### config.mk
export PLATFORM = sky130hd
export DESIGN_NAME = ultrasonic_pole_tracker_unit_flat
export DESIGN_NICKNAME = d
export VERILOG_FILES = /design/src/rtl/core/upt_pkg.sv /design/src/rtl/core/upt_if.sv /design/src/rtl/core/ultrasonic_pole_tracker_unit.sv /design/src/rtl/core/upt_cfg_regs.sv /design/src/rtl/core/upt_dist_conv.sv /design/src/rtl/core/upt_ctrl.sv /design/src/flat_wrapper.sv
export SDC_FILE = /design/constraint.sdc
export NUM_CORES = 1
export LEC_CHECK = 0
export BUFFER_PORTS_ARGS = -buffer_cell sky130_fd_sc_hd__buf_2
export CAP_MARGIN = 10
export CORE_UTILIZATION = 40
export CTS_BUF_LIST = sky130_fd_sc_hd__clkbuf_8
export DETAILED_ROUTE_END_ITERATION = 6
export PLACE_DENSITY = 0.61
export SYNTH_ARGS = -nofsm -noshare
export SYNTH_HDL_FRONTEND = slang
export SYNTH_SLANG_ARGS = --single-unit
### constraint.sdc
create_clock -name clk -period 20.6 [get_ports clk]
set_input_delay 2.06 -clock clk [delete_from_list [all_inputs] [get_ports clk]]
set_output_delay 2.06 -clock clk [all_outputs]
set_load 0.03 [all_outputs]
### src/rtl/core/upt_pkg.sv
package upt_pkg;

	localparam int DW = 16;
	localparam int AW = 8;
	localparam int IDXW = 3;

	localparam int DEF_SWEEP_SPAN = 60;
	localparam int DEF_DIST_FRAC_BITS = 6;

	localparam logic [1:0] ST_RUN  = 2'd0;
	localparam logic [1:0] ST_OK   = 2'd1;
	localparam logic [1:0] ST_FAIL = 2'd2;
	localparam logic [1:0] ST_IDLE = 2'd3;

	localparam logic [1:0] MODE_WAIT   = 2'd0;
	localparam logic [1:0] MODE_DRIVE  = 2'd1;
	localparam logic [1:0] MODE_SEARCH = 2'd2;
	localparam logic [1:0] MODE_RSVD   = 2'd3;

	localparam logic [IDXW-1:0] REG_WAIT_CEIL  = 3'd0;
	localparam logic [IDXW-1:0] REG_WAIT_TOL   = 3'd1;
	localparam logic [IDXW-1:0] REG_WAIT_WIN   = 3'd2;
	localparam logic [IDXW-1:0] REG_DRIVE_TOL  = 3'd3;
	localparam logic [IDXW-1:0] REG_DRIVE_LOSS = 3'd4;
	localparam logic [IDXW-1:0] REG_ARRIVE     = 3'd5;
	localparam logic [IDXW-1:0] REG_SEARCH_TOL = 3'd6;
	localparam logic [IDXW-1:0] REG_SEARCH_WIN = 3'd7;

	typedef struct packed {
		logic          kind;
		logic [1:0]    mode;
		logic [DW-1:0] echo_width_us;
		logic          echo_timeout;
	} item_t;

	typedef struct packed {
		logic [DW-1:0] distance;
		logic [1:0]    status;
		logic [AW-1:0] servo_angle;
		logic          servo_move;
		logic [AW-1:0] found_angle;
		logic [DW-1:0] pole_distance;
	} result_t;

	typedef struct packed {
		logic [DW-1:0] wait_ceiling;
		logic [DW-1:0] wait_tolerance;
		logic [5:0]    wait_window;
		logic [DW-1:0] drive_tolerance;
		logic [3:0]    drive_loss_count;
		logic [DW-1:0] arrive_distance;
		logic [DW-1:0] search_tolerance;
		logic [5:0]    search_window;
	} cfg_t;

endpackage

### src/rtl/core/upt_if.sv
interface upt_item_if;
	logic                  valid;
	logic                  ready;
	logic                  kind;
	logic [1:0]            mode;
	logic [upt_pkg::DW-1:0] echo_width_us;
	logic                  echo_timeout;

	modport source (output valid, kind, mode, echo_width_us, echo_timeout, input ready);
	modport sink (input valid, kind, mode, echo_width_us, echo_timeout, output ready);
endinterface

interface upt_result_if;
	logic                   valid;
	logic                   ready;
	logic [upt_pkg::DW-1:0] distance;
	logic [1:0]             status;
	logic [upt_pkg::AW-1:0] servo_angle;
	logic                   servo_move;
	logic [upt_pkg::AW-1:0] found_angle;
	logic [upt_pkg::DW-1:0] pole_distance;

	modport source (output valid, distance, status, servo_angle, servo_move, found_angle,
		pole_distance, input ready);
	modport sink (input valid, distance, status, servo_angle, servo_move, found_angle,
		pole_distance, output ready);
endinterface

interface upt_cfg_if;
	logic                     valid;
	logic                     ready;
	logic [upt_pkg::IDXW-1:0] index;
	logic [upt_pkg::DW-1:0]   data;

	modport source (output valid, index, data, input ready);
	modport sink (input valid, index, data, output ready);
endinterface

### src/rtl/core/ultrasonic_pole_tracker_unit.sv
// channel  | dir | handshake     | payload
// item     | in  | valid / ready | kind, mode, echo_width_us, echo_timeout
// result   | out | valid / ready | distance, status, servo_angle, servo_move,
//          |     |               | found_angle, pole_distance
// cfg      | in  | valid / ready | index, data (ready always high)
//
// One item per cycle sustained while result ready stays high; an item passes the input
// register and then the result register. The echo conversion multiply and the run logic of
// the single-pass state update settle between the input register and the result register.
// Reset loads the register defaults and the idle tracker state; no clearing pass.
// A stalled result holds in the result register while one more item waits at the input.
module ultrasonic_pole_tracker_unit #(
	parameter int SWEEP_SPAN     = upt_pkg::DEF_SWEEP_SPAN,
	parameter int DIST_FRAC_BITS = upt_pkg::DEF_DIST_FRAC_BITS
) (
	input logic          clk,
	input logic          arst_n,
	upt_item_if.sink     item,
	upt_result_if.source result,
	upt_cfg_if.sink      cfg
);

	upt_pkg::item_t   item_s1;
	logic             valid_s1;
	upt_pkg::result_t res_s2;
	logic             valid_s2;
	upt_pkg::result_t res_next;
	upt_pkg::cfg_t    cfg_regs;
	logic [upt_pkg::DW-1:0] echo_dist;
	logic             advance;
	logic             take;

	assign advance    = valid_s1 && (!valid_s2 || result.ready);
	assign item.ready = !valid_s1 || advance;
	assign take       = item.valid && item.ready;
	assign cfg.ready  = 1'b1;

	upt_cfg_regs u_cfg (
		.clk      (clk),
		.arst_n   (arst_n),
		.wr_en    (cfg.valid),
		.wr_index (cfg.index),
		.wr_data  (cfg.data),
		.cfg      (cfg_regs)
	);

	upt_dist_conv #(
		.DIST_FRAC_BITS (DIST_FRAC_BITS)
	) u_conv (
		.echo_width_us (item_s1.echo_width_us),
		.echo_timeout  (item_s1.echo_timeout),
		.distance      (echo_dist)
	);

	upt_ctrl #(
		.SWEEP_SPAN     (SWEEP_SPAN),
		.DIST_FRAC_BITS (DIST_FRAC_BITS)
	) u_ctrl (
		.clk       (clk),
		.arst_n    (arst_n),
		.fire      (advance),
		.item      (item_s1),
		.echo_dist (echo_dist),
		.cfg       (cfg_regs),
		.res       (res_next)
	);

	always_ff @(posedge clk or negedge arst_n) begin
		if (!arst_n) begin
			valid_s1 <= 1'b0;
		end else if (take) begin
			valid_s1 <= 1'b1;
		end else if (advance) begin
			valid_s1 <= 1'b0;
		end
	end

	always_ff @(posedge clk) begin
		if (take) begin
			item_s1.kind          <= item.kind;
			item_s1.mode          <= item.mode;
			item_s1.echo_width_us <= item.echo_width_us;
			item_s1.echo_timeout  <= item.echo_timeout;
		end
	end

	always_ff @(posedge clk or negedge arst_n) begin
		if (!arst_n) begin
			valid_s2 <= 1'b0;
		end else if (advance) begin
			valid_s2 <= 1'b1;
		end else if (result.ready) begin
			valid_s2 <= 1'b0;
		end
	end

	always_ff @(posedge clk) begin
		if (advance) begin
			res_s2 <= res_next;
		end
	end

	assign result.valid         = valid_s2;
	assign result.distance      = res_s2.distance;
	assign result.status        = res_s2.status;
	assign result.servo_angle   = res_s2.servo_angle;
	assign result.servo_move    = res_s2.servo_move;
	assign result.found_angle   = res_s2.found_angle;
	assign result.pole_distance = res_s2.pole_distance;

endmodule

### src/rtl/core/upt_cfg_regs.sv
module upt_cfg_regs (
	input  logic                     clk,
	input  logic                     arst_n,
	input  logic                     wr_en,
	input  logic [upt_pkg::IDXW-1:0] wr_index,
	input  logic [upt_pkg::DW-1:0]   wr_data,
	output upt_pkg::cfg_t            cfg
);

	upt_pkg::cfg_t cfg_q;

	always_ff @(posedge clk or negedge arst_n) begin
		if (!arst_n) begin
			cfg_q.wait_ceiling     <= 16'd6400;
			cfg_q.wait_tolerance   <= 16'd640;
			cfg_q.wait_window      <= 6'd50;
			cfg_q.drive_tolerance  <= 16'd320;
			cfg_q.drive_loss_count <= 4'd3;
			cfg_q.arrive_distance  <= 16'd640;
			cfg_q.search_tolerance <= 16'd640;
			cfg_q.search_window    <= 6'd10;
		end else if (wr_en) begin
			unique case (wr_index)
				upt_pkg::REG_WAIT_CEIL:  cfg_q.wait_ceiling     <= wr_data;
				upt_pkg::REG_WAIT_TOL:   cfg_q.wait_tolerance   <= wr_data;
				upt_pkg::REG_WAIT_WIN:   cfg_q.wait_window      <= wr_data[5:0];
				upt_pkg::REG_DRIVE_TOL:  cfg_q.drive_tolerance  <= wr_data;
				upt_pkg::REG_DRIVE_LOSS: cfg_q.drive_loss_count <= wr_data[3:0];
				upt_pkg::REG_ARRIVE:     cfg_q.arrive_distance  <= wr_data;
				upt_pkg::REG_SEARCH_TOL: cfg_q.search_tolerance <= wr_data;
				upt_pkg::REG_SEARCH_WIN: cfg_q.search_window    <= wr_data[5:0];
				default:                 cfg_q                  <= cfg_q;
			endcase
		end
	end

	assign cfg = cfg_q;

endmodule

### src/rtl/core/upt_dist_conv.sv
module upt_dist_conv #(
	parameter int DIST_FRAC_BITS = upt_pkg::DEF_DIST_FRAC_BITS
) (
	input  logic [upt_pkg::DW-1:0] echo_width_us,
	input  logic                   echo_timeout,
	output logic [upt_pkg::DW-1:0] distance
);

	localparam int XW = upt_pkg::DW + DIST_FRAC_BITS;
	localparam int SH = XW + 6;
	localparam int MW = SH - 5;
	localparam int QW = XW - 5;
	localparam int PW = XW + MW;
	localparam logic [MW-1:0] RECIP = MW'(((64'd1 << SH) + 64'd57) / 64'd58);
	localparam logic [QW-1:0] SAT = QW'(999 << DIST_FRAC_BITS);

	logic [XW-1:0] scaled;
	logic [PW-1:0] prod;
	logic [QW-1:0] quot;

	// exact floor(x / 58) for x below 2^XW by reciprocal multiply
	assign scaled = XW'(echo_width_us) << DIST_FRAC_BITS;
	assign prod   = PW'(scaled) * PW'(RECIP);
	assign quot   = prod[PW-1:SH];

	always_comb begin
		if (echo_timeout || echo_width_us == '0 || quot > SAT) begin
			distance = upt_pkg::DW'(SAT);
		end else begin
			distance = upt_pkg::DW'(quot);
		end
	end

endmodule

### src/rtl/core/upt_ctrl.sv
module upt_ctrl #(
	parameter int SWEEP_SPAN     = upt_pkg::DEF_SWEEP_SPAN,
	parameter int DIST_FRAC_BITS = upt_pkg::DEF_DIST_FRAC_BITS
) (
	input  logic                   clk,
	input  logic                   arst_n,
	input  logic                   fire,
	input  upt_pkg::item_t         item,
	input  logic [upt_pkg::DW-1:0] echo_dist,
	input  upt_pkg::cfg_t          cfg,
	output upt_pkg::result_t       res
);

	localparam logic [upt_pkg::AW-1:0] CENTER = upt_pkg::AW'(90);
	localparam logic [upt_pkg::AW-1:0] LOW    = upt_pkg::AW'(90 - SWEEP_SPAN);
	localparam logic [upt_pkg::AW-1:0] HIGH   = upt_pkg::AW'(90 + SWEEP_SPAN);
	localparam logic [upt_pkg::DW-1:0] SAT_RESET = upt_pkg::DW'(999 << DIST_FRAC_BITS);

	typedef struct packed {
		logic [upt_pkg::DW-1:0] prev;
		logic [upt_pkg::DW-1:0] pole;
		logic [5:0]             run;
		logic [upt_pkg::AW-1:0] angle;
		logic                   up;
		logic [7:0]             readings;
		logic [1:0]             mode;
		logic                   busy;
	} state_t;

	state_t st_q;
	state_t nxt;

	function automatic logic [upt_pkg::DW-1:0] absdiff(
		input logic [upt_pkg::DW-1:0] a,
		input logic [upt_pkg::DW-1:0] b
	);
		return (a > b) ? a - b : b - a;
	endfunction

	logic [upt_pkg::DW-1:0] diff_prev;
	logic [upt_pkg::DW-1:0] diff_pole;
	logic [5:0]             run_inc;
	logic                   done;

	assign diff_prev = absdiff(echo_dist, st_q.prev);
	assign diff_pole = absdiff(echo_dist, st_q.pole);
	assign run_inc   = (st_q.run == 6'd63) ? st_q.run : st_q.run + 6'd1;

	always_comb begin
		nxt             = st_q;
		done            = 1'b0;
		res.distance    = '0;
		res.status      = upt_pkg::ST_RUN;
		res.servo_angle = '0;
		res.servo_move  = 1'b0;
		res.found_angle = '0;
		if (item.kind) begin
			if (item.mode == upt_pkg::MODE_RSVD) begin
				res.status = st_q.busy ? upt_pkg::ST_RUN : upt_pkg::ST_IDLE;
			end else begin
				nxt.mode = item.mode;
				nxt.run  = '0;
				nxt.busy = 1'b1;
				if (item.mode == upt_pkg::MODE_DRIVE && st_q.pole <= cfg.arrive_distance) begin
					nxt.busy   = 1'b0;
					res.status = upt_pkg::ST_OK;
				end else if (item.mode == upt_pkg::MODE_SEARCH) begin
					nxt.angle    = CENTER;
					nxt.up       = 1'b0;
					nxt.readings = '0;
				end
			end
		end else begin
			res.distance = echo_dist;
			if (!st_q.busy) begin
				res.status = upt_pkg::ST_IDLE;
			end else begin
				unique case (st_q.mode)
					upt_pkg::MODE_WAIT: begin
						if (echo_dist < cfg.wait_ceiling) begin
							nxt.run = (diff_prev < cfg.wait_tolerance) ? run_inc : '0;
							if (nxt.run >= cfg.wait_window) begin
								nxt.pole   = echo_dist;
								nxt.busy   = 1'b0;
								res.status = upt_pkg::ST_OK;
							end
						end
						nxt.prev = echo_dist;
					end
					upt_pkg::MODE_DRIVE: begin
						if (diff_pole > cfg.drive_tolerance) begin
							nxt.run = run_inc;
						end else begin
							nxt.run  = '0;
							nxt.pole = echo_dist;
							nxt.prev = echo_dist;
						end
						if (nxt.run >= 6'(cfg.drive_loss_count)) begin
							nxt.busy   = 1'b0;
							res.status = upt_pkg::ST_FAIL;
						end else if (echo_dist <= cfg.arrive_distance) begin
							nxt.busy   = 1'b0;
							res.status = upt_pkg::ST_OK;
						end
					end
					default: begin
						res.servo_move = 1'b1;
						nxt.run = (diff_pole < cfg.search_tolerance) ? run_inc : '0;
						done    = nxt.run >= cfg.search_window;
						if (!st_q.up) begin
							if (st_q.angle <= LOW) begin
								nxt.up       = 1'b1;
								nxt.angle    = CENTER;
								nxt.readings = '0;
							end else begin
								nxt.angle = st_q.angle - 8'd1;
							end
						end else begin
							if (st_q.angle >= HIGH) begin
								nxt.busy        = 1'b0;
								nxt.angle       = CENTER;
								res.status      = upt_pkg::ST_FAIL;
								res.servo_angle = CENTER;
							end else begin
								nxt.angle = st_q.angle + 8'd1;
							end
						end
						if (nxt.busy) begin
							if (nxt.readings != 8'd255) begin
								nxt.readings = nxt.readings + 8'd1;
							end
							res.servo_angle = nxt.angle;
							if (done) begin
								nxt.prev        = echo_dist;
								nxt.busy        = 1'b0;
								res.status      = upt_pkg::ST_OK;
								res.found_angle = (nxt.readings == 8'(cfg.search_window)) ?
									CENTER : nxt.angle;
								res.servo_angle = CENTER;
							end
						end
					end
				endcase
			end
		end
		res.pole_distance = nxt.pole;
	end

	always_ff @(posedge clk or negedge arst_n) begin
		if (!arst_n) begin
			st_q.prev     <= SAT_RESET;
			st_q.pole     <= '0;
			st_q.run      <= '0;
			st_q.angle    <= CENTER;
			st_q.up       <= 1'b0;
			st_q.readings <= '0;
			st_q.mode     <= upt_pkg::MODE_WAIT;
			st_q.busy     <= 1'b0;
		end else if (fire) begin
			st_q <= nxt;
		end
	end

endmodule

### src/flat_wrapper.sv
// flat-port wrapper written by rule: the top's interface ports become plain ports
module ultrasonic_pole_tracker_unit_flat 
#(
	parameter int SWEEP_SPAN     = upt_pkg::DEF_SWEEP_SPAN,
	parameter int DIST_FRAC_BITS = upt_pkg::DEF_DIST_FRAC_BITS
)
  (clk, arst_n, item_valid, item_kind, item_mode, item_echo_width_us, item_echo_timeout, item_ready, result_valid, result_distance, result_status, result_servo_angle, result_servo_move, result_found_angle, result_pole_distance, result_ready, cfg_valid, cfg_index, cfg_data, cfg_ready);
  upt_item_if item_i ();
  upt_result_if result_i ();
  upt_cfg_if cfg_i ();
  input logic clk;
  input logic arst_n;
  input wire logic [$bits(item_i.valid)-1:0] item_valid;
  input wire logic [$bits(item_i.kind)-1:0] item_kind;
  input wire logic [$bits(item_i.mode)-1:0] item_mode;
  input wire logic [$bits(item_i.echo_width_us)-1:0] item_echo_width_us;
  input wire logic [$bits(item_i.echo_timeout)-1:0] item_echo_timeout;
  output wire logic [$bits(item_i.ready)-1:0] item_ready;
  output wire logic [$bits(result_i.valid)-1:0] result_valid;
  output wire logic [$bits(result_i.distance)-1:0] result_distance;
  output wire logic [$bits(result_i.status)-1:0] result_status;
  output wire logic [$bits(result_i.servo_angle)-1:0] result_servo_angle;
  output wire logic [$bits(result_i.servo_move)-1:0] result_servo_move;
  output wire logic [$bits(result_i.found_angle)-1:0] result_found_angle;
  output wire logic [$bits(result_i.pole_distance)-1:0] result_pole_distance;
  input wire logic [$bits(result_i.ready)-1:0] result_ready;
  input wire logic [$bits(cfg_i.valid)-1:0] cfg_valid;
  input wire logic [$bits(cfg_i.index)-1:0] cfg_index;
  input wire logic [$bits(cfg_i.data)-1:0] cfg_data;
  output wire logic [$bits(cfg_i.ready)-1:0] cfg_ready;
  assign item_i.valid = item_valid;
  assign item_i.kind = item_kind;
  assign item_i.mode = item_mode;
  assign item_i.echo_width_us = item_echo_width_us;
  assign item_i.echo_timeout = item_echo_timeout;
  assign item_ready = item_i.ready;
  assign result_valid = result_i.valid;
  assign result_distance = result_i.distance;
  assign result_status = result_i.status;
  assign result_servo_angle = result_i.servo_angle;
  assign result_servo_move = result_i.servo_move;
  assign result_found_angle = result_i.found_angle;
  assign result_pole_distance = result_i.pole_distance;
  assign result_i.ready = result_ready;
  assign cfg_i.valid = cfg_valid;
  assign cfg_i.index = cfg_index;
  assign cfg_i.data = cfg_data;
  assign cfg_ready = cfg_i.ready;
  ultrasonic_pole_tracker_unit #(.SWEEP_SPAN(SWEEP_SPAN), .DIST_FRAC_BITS(DIST_FRAC_BITS)) u_core (.clk(clk), .arst_n(arst_n), .item(item_i), .result(result_i), .cfg(cfg_i));
endmodule
==> insert_results.sql, run 1 <==
INSERT INTO impl_metrics (metric_group, metric, value, unit) VALUES
('floorplanning', 'die-width', '237', 'µm'),
('route', 'first_iter_violations', '1179', ''),
('critical_path', 'critical_path.slowest_cell', 'sky130_fd_sc_hd__a211oi_4', ''),
('route', 'routed_vias_inst', '5.39', ''),
('placement', 'routabilityCongestion', '0.954', ''),
('global_routing', 'antenna_found_initial', '0', ''),
('sta', 'min_period', '15.18', 'ns'),
('logic_synthesis', 'post-synth-top-area-fraction', '0.185', ''),
('critical_path', 'cpMostUsedCell', 'sky130_fd_sc_hd__fa_1', ''),
('route', 'routed_wire_length_per_instance', '20.0', 'µm'),
('placement', 'io_buffer_count', '96', ''),
('critical_path', 'worstSetupEndpointType', 'flop', ''),
('clock_tree', 'cts.repair.resized', '0', ''),
('logic_synthesis', 'postSynthNetCount', '2865', ''),
('logic_synthesis', 'synth_edf_count', '71', ''),
('sta', 'report.final.slew_viol_count', '0', ''),
('sta', 'finalHoldViolations', '0', ''),
('outcome', 'outcome', 'finished, final reports clean', ''),
('sta', 'timing.final.setup_violations', '0', ''),
('critical_path', 'timing.critical_path.arrival', '15.68', 'ns'),
('clock_tree', 'clock_sink_count', '227', ''),
('global_routing', 'grt_max_degree', '104', ''),
('sta', 'worst_slew_pin_slew', '1.13', 'ns'),
('sta', 'rsz0062_at_grt', 'false', ''),
('min_path', 'hp-class', 'reg2reg', ''),
('critical_path', 'timing.critical_path.slowest_cell_delay', '0.92', 'ns'),
('clock_tree', 'clk-insertion-delay-late', '0.65', 'ns'),
('clock_tree', 'htree_num_levels', '2', ''),
('sta', 'relative_slew_slack', '0.245', ''),
('route', 'wirelength', '63900', 'µm'),
('critical_path', 'worst_setup_path_start_kind', 'flop', ''),
('floorplanning', 'num_io_pins', '98', ''),
('sta', 'setup_skew', '0.0461', 'ns'),
('critical_path', 'cp_data_required_time', '21.10', 'ns'),
('clock_tree', 'clock_path_buffers', '3', ''),
('logic_synthesis', 'netlist_instances', '2370', ''),
('logic_synthesis', 'synth_sequential_area_ratio', '0.275', ''),
('clock_tree', 'cts_hold_repair.buffers', '0', ''),
('logic_synthesis', 'post_synth_num_cell_types', '90', ''),
('route', 'detail_route.first_pass.iterations', '5', ''),
('sta', 'setup_total_negative_slack', '0', 'ns'),
('logic_synthesis', 'syn_area_per_cell', '9.31', 'µm²'),
('logic_synthesis', 'async_flop_share', '0.687', ''),
('final_layout', 'finish.net_count', '2950', ''),
('sta', 'period_share', '0.737', ''),
('flow_run', 'timing.max_cap.violations', '0', ''),
('global_routing', 'global_route.usage.total', '0.233', ''),
('floorplanning', 'chipHeight', '237', 'µm'),
('logic_synthesis', 'synth_top_flop_cell', 'sky130_fd_sc_hd__dfrtp_1', ''),
('clock_tree', 'cts_tree', 'done', ''),
('final_layout', 'area_delta_synth_final', '9.67', '%'),
('final_layout', 'share_of_layout_cells_above_drive_strength_1', '0.123', ''),
('floorplanning', 'floorplan.initialDensity', '0.408', ''),
('logic_synthesis', 'postSynthRegisterBits', '227', ''),
('global_routing', 'via_count_of_the_first_global_routing_pass', '17500', ''),
('logic_synthesis', 'dominant_cell_by_count_in_the_synthesized_netlist', 'sky130_fd_sc_hd__inv_1', ''),
('logic_synthesis', 'mappedNetlistArea', '0.0221', 'mm²'),
('critical_path', 'path_max_fanout', '33', ''),
('floorplanning', 'rows', '85', ''),
('route', 'drc', '0', ''),
('floorplanning', 'design.core.area', '0.0541', 'mm²'),
('global_routing', 'grt_first_pass_wirelength', '102000', 'µm'),
('placement', 'hpwl', '51500', 'µm'),
('clock_tree', 'root_buffer', 'sky130_fd_sc_hd__clkbuf_8', ''),
('logic_synthesis', 'post_synth_top_area_cell', 'sky130_fd_sc_hd__ha_1', ''),
('floorplanning', 'die_area', '0.0561', 'mm²'),
('logic_synthesis', 'number_of_warnings_issued_by_yosys', '0', ''),
('clock_tree', 'post-cts-setup-buffer-count', '0', ''),
('logic_synthesis', 'commonest_cells_in_the_synthesized_netlist', 'sky130_fd_sc_hd__inv_1, sky130_fd_sc_hd__ha_1, sky130_fd_sc_hd__a21oi_1', ''),
('sta', 'timing.fmax', '0.0659', 'GHz'),
('clock_tree', 'clk_pin_slew_worst_paths', '0.06', 'ns'),
('global_routing', 'grt_remaining_overflow', '0', ''),
('route', 'drtAntennaViolNets', '0', ''),
('critical_path', 'timing.setup.critical_path_class', 'reg2reg', ''),
('route', 'num_vias', '17200', ''),
('logic_synthesis', 'synth.top_cells.by_area', 'sky130_fd_sc_hd__ha_1, sky130_fd_sc_hd__dfrtp_1, sky130_fd_sc_hd__fa_1, sky130_fd_sc_hd__edfxtp_1, sky130_fd_sc_hd__inv_1', ''),
('clock_tree', 'number_of_buffers_created_by_cts', '44', '');
-- kinds of logic after synthesis --
family	after synthesis	share of synthesized area
buffers and inverters	457	0.0789
XOR/XNOR	54	0.0214
other	1	0.000170
AND/OR/NAND/NOR	532	0.117
AO/OA/AOI/OAI	547	0.160
adder cells (fa/ha/maj)	452	0.298
multiplexers	100	0.0489
flip-flops	227	0.275
-- metal layers --
metal	GRT usage	vias to the layer above	part of all wire	wire length, µm
li1	-	8311	-	-
met1	0.317	8334	0.46	29300
met2	0.380	436	0.46	29500
met3	0.0345	109	0.047	2980
met4	0.0781	0	0.033	2080
met5	0	-	0	0
-- critical path: cells and delay by family, from the launching register on --
kind            cells  cell delay (ns)
simple gates       13             2.54
buf+inv             5             0.32
mux                 2             0.84
fa+ha+maj          10             4.69
flops               1             0.56
compound gates     21             6.05
-- flip-flops by register name, indices dropped and copies added (netlist names) --
signal and count:
u_core.u_cfg.cfg 96, u_core.u_ctrl.st_q 58, u_core.item_s1 20, u_core.result.distance 16
u_core.result.pole_distance 16, u_core.result.found_angle 8, u_core.result.servo_angle 8, u_core.result.status 2
u_core.result.servo_move 1, u_core.result.valid 1, u_core.valid_s1 1
-- path summary, 6_finish.rpt --
check	start	endpoint	slack [ns]	cells past startpoint
worst max-delay path	u_core.item_s1[11]$_DFFE_PP_	u_core.u_ctrl.st_q[41]$_DFFE_PN0P_	5.42	51
worst min-delay path	u_core.u_ctrl.st_q[48]$_DFFE_PN1P_	u_core.u_ctrl.st_q[48]$_DFFE_PN1P_	0.49	2
worst max register to register	u_core.item_s1[11]$_DFFE_PP_	u_core.u_ctrl.st_q[41]$_DFFE_PN0P_	5.42	51
worst min register to register	u_core.u_ctrl.st_q[48]$_DFFE_PN1P_	u_core.u_ctrl.st_q[48]$_DFFE_PN1P_	0.49	2
max in group asynchronous	arst_n	u_core.u_ctrl.st_q[47]$_DFFE_PN0P_	17.69	2
min in group asynchronous	arst_n	u_core.u_cfg.cfg[53]$_DFFE_PN0P_	1.59	1
-- through the flow --
| stage | hold slack, ns | util | std cells | cell area [µm²] | setup WS, ns |
|---|---|---|---|---|---|
| floorplan | 0.457 | - | 2370 | 22100 | 7.88 |
| global placement | 0.472 | 0.429 | 3105 | 23200 | 5.72 |
| detailed placement | 0.486 | 0.429 | 3105 | 23200 | 5.61 |
| CTS | 0.496 | 0.447 | 3187 | 24200 | 5.52 |
| global route | 0.517 | 0.447 | 3187 | 24200 | 4.41 |
| finish | 0.493 | 0.447 | 3189 | 24200 | 5.42 |
-- cell type report --
class                           instances  area, µm²
Inverter                              389       1460
Clock buffer                           57        785
Timing Repair Buffer                  107        569
Sequential cell                       227       6070
Clock inverter                         25        169
Fill cell                            5291      29900
Tap cell                              696        871
Antenna cell                            2       5.00
Multi-Input combinational cell       1686      14300
-- cells in the final DEF, fill, tap and decap left out, types with 7 or more instances in the layout --
master / instances
sky130_fd_sc_hd__a31oi_1: 12
sky130_fd_sc_hd__buf_4: 11
sky130_fd_sc_hd__nand2b_1: 31
sky130_fd_sc_hd__a211oi_1: 10
sky130_fd_sc_hd__nor2_1: 137
sky130_fd_sc_hd__nand4_1: 34
sky130_fd_sc_hd__edfxtp_1: 71
sky130_fd_sc_hd__inv_1: 397
sky130_fd_sc_hd__o21a_1: 23
sky130_fd_sc_hd__and2_1: 13
sky130_fd_sc_hd__a21oi_1: 164
sky130_fd_sc_hd__o211ai_1: 8
sky130_fd_sc_hd__dfrtp_1: 126
sky130_fd_sc_hd__xnor2_1: 33
sky130_fd_sc_hd__mux2_2: 61
sky130_fd_sc_hd__fa_1: 124
sky130_fd_sc_hd__nor3_1: 26
sky130_fd_sc_hd__o31ai_1: 8
sky130_fd_sc_hd__buf_2: 95
sky130_fd_sc_hd__mux2i_1: 38
sky130_fd_sc_hd__clkbuf_8: 57
sky130_fd_sc_hd__nand2_1: 161
sky130_fd_sc_hd__nand3_1: 27
sky130_fd_sc_hd__nor2b_1: 30
sky130_fd_sc_hd__and3_1: 17
sky130_fd_sc_hd__o21bai_1: 16
sky130_fd_sc_hd__or2_2: 14
sky130_fd_sc_hd__a21o_1: 52
sky130_fd_sc_hd__o21ai_0: 149
sky130_fd_sc_hd__dfstp_2: 30
sky130_fd_sc_hd__xor2_1: 21
sky130_fd_sc_hd__ha_1: 327
sky130_fd_sc_hd__nor4_1: 7
Power of run 1 is not shown: default switching activity piles up to over one toggle a cycle in this logic, so the estimate is an artifact.
==> run 2: changes to the inputs <==
Clock period 20.6 ns to 14 ns, I/O delays scaled along.
==> run 2 against run 1 <==
Against the previous run:
- flip-flop and latch count unchanged
- fmax up 14%
- count of clock-buffer cells in the layout down 5
- cell area up 2.4%
- global-route usage about the same
==> insert_results.sql, run 2 (synthesized netlist as in run 1, its figures left out) <==
INSERT INTO impl_metrics (metric_group, metric, value, unit) VALUES
('floorplanning', 'die-width', '237', 'µm'),
('sta', 'min_period', '13.27', 'ns'),
('route', 'drc', '0', ''),
('sta', 'timing.final.setup_violations', '0', ''),
('route', 'num_vias', '17700', ''),
('final_layout', 'area_delta_synth_final', '12.3', '%'),
('clock_tree', 'clk-insertion-delay-late', '0.63', 'ns'),
('critical_path', 'critical_path.slowest_cell', 'sky130_fd_sc_hd__fa_1', ''),
('critical_path', 'critical_path.n_buffers_inverters', '11', ''),
('final_layout', 'layout_commonest_cell', 'sky130_fd_sc_hd__inv_1', ''),
('placement', 'pre_cts_slack', '0.0176', 'ns'),
('sta', 'setup_skew', '0.0390', 'ns'),
('critical_path', 'ff2ff_path_depth', '60', ''),
('critical_path', 'cp_data_required_time', '14.29', 'ns'),
('route', 'wirelength', '64200', 'µm'),
('final_layout', 'antenna_cells_inserted', '0', ''),
('outcome', 'outcome', 'finished, final reports clean', ''),
('clock_tree', 'cts_tree', 'done', ''),
('global_routing', 'grt_remaining_overflow', '0', ''),
('critical_path', 'timing.setup.critical_path_class', 'reg2reg', ''),
('route', 'detail_route.first_pass.iterations', '6', ''),
('floorplanning', 'chipHeight', '237', 'µm'),
('flow_run', 'timing.max_cap.violations', '0', ''),
('final_layout', 'largest_register_ff_count', '96', ''),
('critical_path', 'worstSetupEndpointType', 'flop', ''),
('final_layout', 'mostFrequentLayoutCells', 'sky130_fd_sc_hd__inv_1, sky130_fd_sc_hd__ha_1, sky130_fd_sc_hd__nand2_1, sky130_fd_sc_hd__a21oi_1, sky130_fd_sc_hd__o21ai_0', ''),
('clock_tree', 'clock_path_buffers', '3', ''),
('global_routing', 'antenna_found_initial', '0', ''),
('critical_path', 'critical_path.reg2reg.startpoint', 'u_core.item_s1[2]$_DFFE_PP_', ''),
('min_path', 'min_path_cells', '2', ''),
('floorplanning', 'floorplan.initialDensity', '0.408', ''),
('global_routing', 'grt_first_pass_wirelength', '103000', 'µm'),
('clock_tree', 'clock_sink_count', '227', ''),
('route', 'first_iter_violations', '1337', ''),
('critical_path', 'path_max_fanout', '12', ''),
('sta', 'relative_slew_slack', '0.293', ''),
('critical_path', 'cpMostUsedCell', 'sky130_fd_sc_hd__a21o_1', ''),
('clock_tree', 'htree_num_levels', '2', ''),
('floorplanning', 'die_area', '0.0561', 'mm²'),
('route', 'routed_vias_inst', '5.44', ''),
('sta', 'timing.fmax', '0.0754', 'GHz'),
('final_layout', 'finish.net_count', '3013', ''),
('clock_tree', 'clk_pin_slew_worst_paths', '0.06', 'ns'),
('placement', 'hpwl', '51100', 'µm'),
('route', 'routed_wire_length_per_instance', '19.7', 'µm'),
('sta', 'period_share', '0.948', ''),
('critical_path', 'critPathTopFamily', 'compound AO/OA/AOI/OAI gates', ''),
('clock_tree', 'cts_hold_repair.buffers', '0', ''),
('route', 'drtAntennaViolNets', '0', ''),
('critical_path', 'worst_r2r_endpoint', 'u_core.result.status[1]$_DFFE_PP_', ''),
('global_routing', 'via_count_of_the_first_global_routing_pass', '18100', ''),
('min_path', 'holdCritStartpoint', 'u_core.u_ctrl.st_q[57]$_DFFE_PN1P_', ''),
('global_routing', 'global_route.usage.total', '0.233', ''),
('floorplanning', 'design.core.area', '0.0541', 'mm²'),
('floorplanning', 'num_io_pins', '98', ''),
('final_layout', 'layout.filler_cells', '5219', ''),
('placement', 'routabilityCongestion', '0.942', ''),
('placement', 'io_buffer_count', '96', ''),
('critical_path', 'worst-r2r-setup-slack', '0.73', 'ns'),
('floorplanning', 'rows', '85', ''),
('min_path', 'hp-class', 'reg2reg', ''),
('min_path', 'worst_hold_path.endpoint', 'u_core.u_ctrl.st_q[57]$_DFFE_PN1P_', ''),
('clock_tree', 'number_of_buffers_created_by_cts', '44', ''),
('final_layout', 'share_of_layout_cells_above_drive_strength_1', '0.153', ''),
('critical_path', 'worst_setup_path_start_kind', 'flop', ''),
('clock_tree', 'root_buffer', 'sky130_fd_sc_hd__clkbuf_8', ''),
('sta', 'layout_setup_ws', '0.731', 'ns'),
('critical_path', 'timing.critical_path.slowest_cell_delay', '0.58', 'ns'),
('critical_path', 'timing.critical_path.arrival', '13.56', 'ns'),
('sta', 'worst_slew_pin_slew', '1.06', 'ns'),
('sta', 'report.final.slew_viol_count', '0', ''),
('global_routing', 'grt_max_degree', '80', ''),
('sta', 'finalHoldViolations', '0', '');
run 2: changes by cell type in the layout (fill, tap and decap cells not counted), sizes merged:
cell,previous run,this run
a211oi,11,12
buf,107,169
clkbuf,57,52
clkinv,12,10
diode,2,0
inv,400,407
run 2: per-layer routing:
metal / wire, µm / global-route usage / part of all wire / vias to the layer above
met5: 0 / 0 / 0 / -
met4: 2440 / 0.0893 / 0.038 / 0
met3: 3440 / 0.0379 / 0.054 / 149
met2: 29500 / 0.377 / 0.46 / 524
met1: 28800 / 0.312 / 0.45 / 8565
li1: - / - / - / 8442
run 2: what timing repair did:
item | CTS | global route
gates cloned | 1 | 0
pin swaps | 1 | 5
setup buffers | 0 | 21
setup endpoints to repair | 3 | 67
resized for setup | 1 | 31
run 2: metrics by stage:
step                cells  TNS (ns)   util  hold WS [ns]  instance area, µm²
global placement     3146         0  0.435         0.467               23600
detailed placement   3146         0  0.435         0.476               23600
floorplan            2370         0      -         0.457               22100
CTS                  3229         0  0.452         0.485               24500
global route         3250   -0.0980  0.458         0.512               24800
finish               3250         0  0.458         0.481               24800
run 2: how the worst max path moves through the flow:
stage	cells past startpoint	startpoint	slack, ns	to
CTS	58	u_core.item_s1[15]$_DFFE_PP_	0.17	u_core.u_ctrl.st_q[0]$_DFFE_PN0P_
floorplan	62	u_core.item_s1[11]$_DFFE_PP_	1.28	u_core.u_ctrl.st_q[55]$_DFFE_PN1P_
global route	58	u_core.item_s1[12]$_DFFE_PP_	-0.09	u_core.result.status[1]$_DFFE_PP_
finish	60	u_core.item_s1[2]$_DFFE_PP_	0.73	u_core.result.status[1]$_DFFE_PP_
global placement	52	u_core.item_s1[9]$_DFFE_PP_	0.25	u_core.u_ctrl.st_q[41]$_DFFE_PN0P_
detailed placement	50	u_core.item_s1[15]$_DFFE_PP_	0.02	u_core.u_ctrl.st_q[41]$_DFFE_PN0P_
run 2: layout make-up:
class                   count  area, µm²  area share
repair buffers            169       1060      0.0428
multi-input cells        1687      14400       0.581
inverters                 389       1460      0.0589
clock buffers              52        716      0.0289
flip-flops and latches    227       6070       0.245
clock inverters            30        188     0.00758
well taps                 696        871      0.0352
run 2: tightest hold or removal path: stages, from the launching register on:
cell                      delay, ns
sky130_fd_sc_hd__dfstp_2       0.36
sky130_fd_sc_hd__inv_1         0.06
sky130_fd_sc_hd__a21oi_1       0.06
Power of run 2 is left out for the same reason.
==> run 3: changes to the inputs <==
Settings changed: PLACE_DENSITY 0.61 to unset, PLACE_DENSITY_LB_ADDON set to 0.08.
==> run 3 against run 2 <==
Against the previous run:
- die area did not move
- register-to-register slack got worse by 0.11 ns
- routed wire length rose by 3.9%
- hold slack improved by 0.021 ns
- critical endpoint is now u_core.result.pole_distance[8]$_DFFE_PP_
==> insert_results.sql, run 3 (synthesized netlist as in run 1, its figures left out) <==
INSERT INTO impl_metrics (metric_group, metric, value, unit) VALUES
('sta', 'hold-worst-slack', '0.503', 'ns'),
('clock_tree', 'htree_num_levels', '2', ''),
('final_layout', 'layout_commonest_cell', 'sky130_fd_sc_hd__inv_1', ''),
('min_path', 'min_path_cells', '2', ''),
('route', 'detail_route.first_pass.iterations', '5', ''),
('sta', 'worst_slew_pin_slew', '1.07', 'ns'),
('global_routing', 'grt_max_degree', '110', ''),
('final_layout', 'finish.net_count', '3017', ''),
('route', 'routed_vias_inst', '5.32', ''),
('sta', 'timing.fmax', '0.0747', 'GHz'),
('min_path', 'holdCritStartpoint', 'u_core.u_cfg.cfg[63]$_DFFE_PN1P_', ''),
('route', 'routed_wire_length_per_instance', '20.5', 'µm'),
('clock_tree', 'clock_sink_count', '227', ''),
('final_layout', 'largest_register_ff_count', '96', ''),
('route', 'wirelength', '66700', 'µm'),
('final_layout', 'share_of_layout_cells_above_drive_strength_1', '0.153', ''),
('critical_path', 'timing.critical_path.from', 'u_core.item_s1[2]$_DFFE_PP_', ''),
('placement', 'routabilityCongestion', '0.922', ''),
('sta', 'relative_slew_slack', '0.288', ''),
('clock_tree', 'root_buffer', 'sky130_fd_sc_hd__clkbuf_8', ''),
('floorplanning', 'die_area', '0.0561', 'mm²'),
('global_routing', 'via_count_of_the_first_global_routing_pass', '18000', ''),
('critical_path', 'critical_path.slowest_cell', 'sky130_fd_sc_hd__fa_1', ''),
('sta', 'period_share', '0.956', ''),
('placement', 'hpwl', '53500', 'µm'),
('route', 'drtAntennaViolNets', '0', ''),
('floorplanning', 'die-width', '237', 'µm'),
('floorplanning', 'rows', '85', ''),
('final_layout', 'area_delta_synth_final', '12.5', '%'),
('min_path', 'hp-class', 'reg2reg', ''),
('global_routing', 'antenna_found_initial', '3', ''),
('critical_path', 'timing.setup.critical_path_class', 'reg2reg', ''),
('route', 'drc', '0', ''),
('critical_path', 'worstSetupEndpointType', 'flop', ''),
('clock_tree', 'clock_path_buffers', '3', ''),
('sta', 'min_period', '13.38', 'ns'),
('global_routing', 'grt_first_pass_wirelength', '106000', 'µm'),
('critical_path', 'cp_data_required_time', '14.44', 'ns'),
('route', 'num_vias', '17300', ''),
('final_layout', 'mostFrequentLayoutCells', 'sky130_fd_sc_hd__inv_1, sky130_fd_sc_hd__ha_1, sky130_fd_sc_hd__a21oi_1', ''),
('floorplanning', 'floorplan.initialDensity', '0.408', ''),
('critical_path', 'path_max_fanout', '32', ''),
('sta', 'finalHoldViolations', '0', ''),
('critical_path', 'timing.critical_path.slowest_cell_delay', '0.61', 'ns'),
('sta', 'setup_skew', '0.0366', 'ns'),
('global_routing', 'global_route.usage.total', '0.243', ''),
('clock_tree', 'cts_tree', 'done', ''),
('outcome', 'outcome', 'finished, final reports clean', ''),
('floorplanning', 'num_io_pins', '98', ''),
('floorplanning', 'design.core.area', '0.0541', 'mm²'),
('critical_path', 'critical_path.reg2reg.startpoint', 'u_core.item_s1[2]$_DFFE_PP_', ''),
('critical_path', 'ff2ff_path_depth', '55', ''),
('clock_tree', 'number_of_buffers_created_by_cts', '47', ''),
('sta', 'timing.final.setup_violations', '0', ''),
('critical_path', 'worst_setup_path_start_kind', 'flop', ''),
('placement', 'io_buffer_count', '96', ''),
('critical_path', 'timing.critical_path.arrival', '13.82', 'ns'),
('critical_path', 'cpMostUsedCell', 'sky130_fd_sc_hd__fa_1', ''),
('route', 'first_iter_violations', '936', ''),
('floorplanning', 'chipHeight', '237', 'µm'),
('sta', 'report.final.slew_viol_count', '0', ''),
('clock_tree', 'clk-insertion-delay-late', '0.63', 'ns'),
('clock_tree', 'clk_pin_slew_worst_paths', '0.06', 'ns'),
('flow_run', 'timing.max_cap.violations', '0', ''),
('clock_tree', 'cts_hold_repair.buffers', '0', ''),
('global_routing', 'grt_remaining_overflow', '0', '');
[run 3: layout make-up]
cell class                      count  area (µm²)
Fill cell                        5253       29300
Multi-Input combinational cell   1686       14400
Sequential cell                   227        6070
Inverter                          389        1460
Timing Repair Buffer              171        1090
Tap cell                          696         871
Clock buffer                       55         757
Clock inverter                     33         208
Antenna cell                        2        5.00
[run 3: path summary, 6_finish.rpt]
check | endpoint | slack, ns
worst min-delay path | u_core.u_cfg.cfg[63]$_DFFE_PN1P_ | 0.50
worst min register to register | u_core.u_cfg.cfg[63]$_DFFE_PN1P_ | 0.50
min in group asynchronous | u_core.u_cfg.cfg[55]$_DFFE_PN0P_ | 0.95
max in group asynchronous | u_core.u_ctrl.st_q[47]$_DFFE_PN0P_ | 11.77
worst max register to register | u_core.result.pole_distance[8]$_DFFE_PP_ | 0.62
worst max-delay path | u_core.result.pole_distance[8]$_DFFE_PP_ | 0.62
[run 3: through the flow]
| stage | instance area (µm²) | cells | worst slack (ns) | TNS (ns) | util |
|---|---|---|---|---|---|
| after global routing | 24800 | 3258 | -0.0212 | -0.0279 | 0.459 |
| final | 24800 | 3259 | 0.619 | 0 | 0.459 |
| after CTS | 24500 | 3230 | 0.0209 | 0 | 0.453 |
| after floorplan | 22100 | 2370 | 1.28 | 0 | - |
| after global placement | 23500 | 3142 | 0.255 | 0 | 0.435 |
| after detailed placement | 23500 | 3142 | 0.134 | 0 | 0.435 |
[run 3: critical path: cells and delay by family (launching register included)]
kind | cells | cell delay [ns]
xor gates and xnor gates | 2 | 0.46
buffers and inverters | 9 | 1.30
adders and majority gates | 10 | 4.36
and+or+nand+nor | 13 | 2.31
AOI/OAI and AO/OA | 21 | 4.19
DFF | 1 | 0.53
[run 3: what timing repair did]
item	4_1_cts	5_1_grt
resized for setup	0	28
endpoints found under the setup margin	0	67
buffers inserted	0	27
[run 3: routing by layer]
metal / wire length (µm) / track usage / vias up
met3: 2100 / 0.0274 / 88
met2: 32600 / 0.421 / 306
met1: 30200 / 0.319 / 8477
met5: 0 / 0 / -
met4: 1810 / 0.0710 / 0
li1: - / - / 8451
Power of run 3 is left out for the same reason.
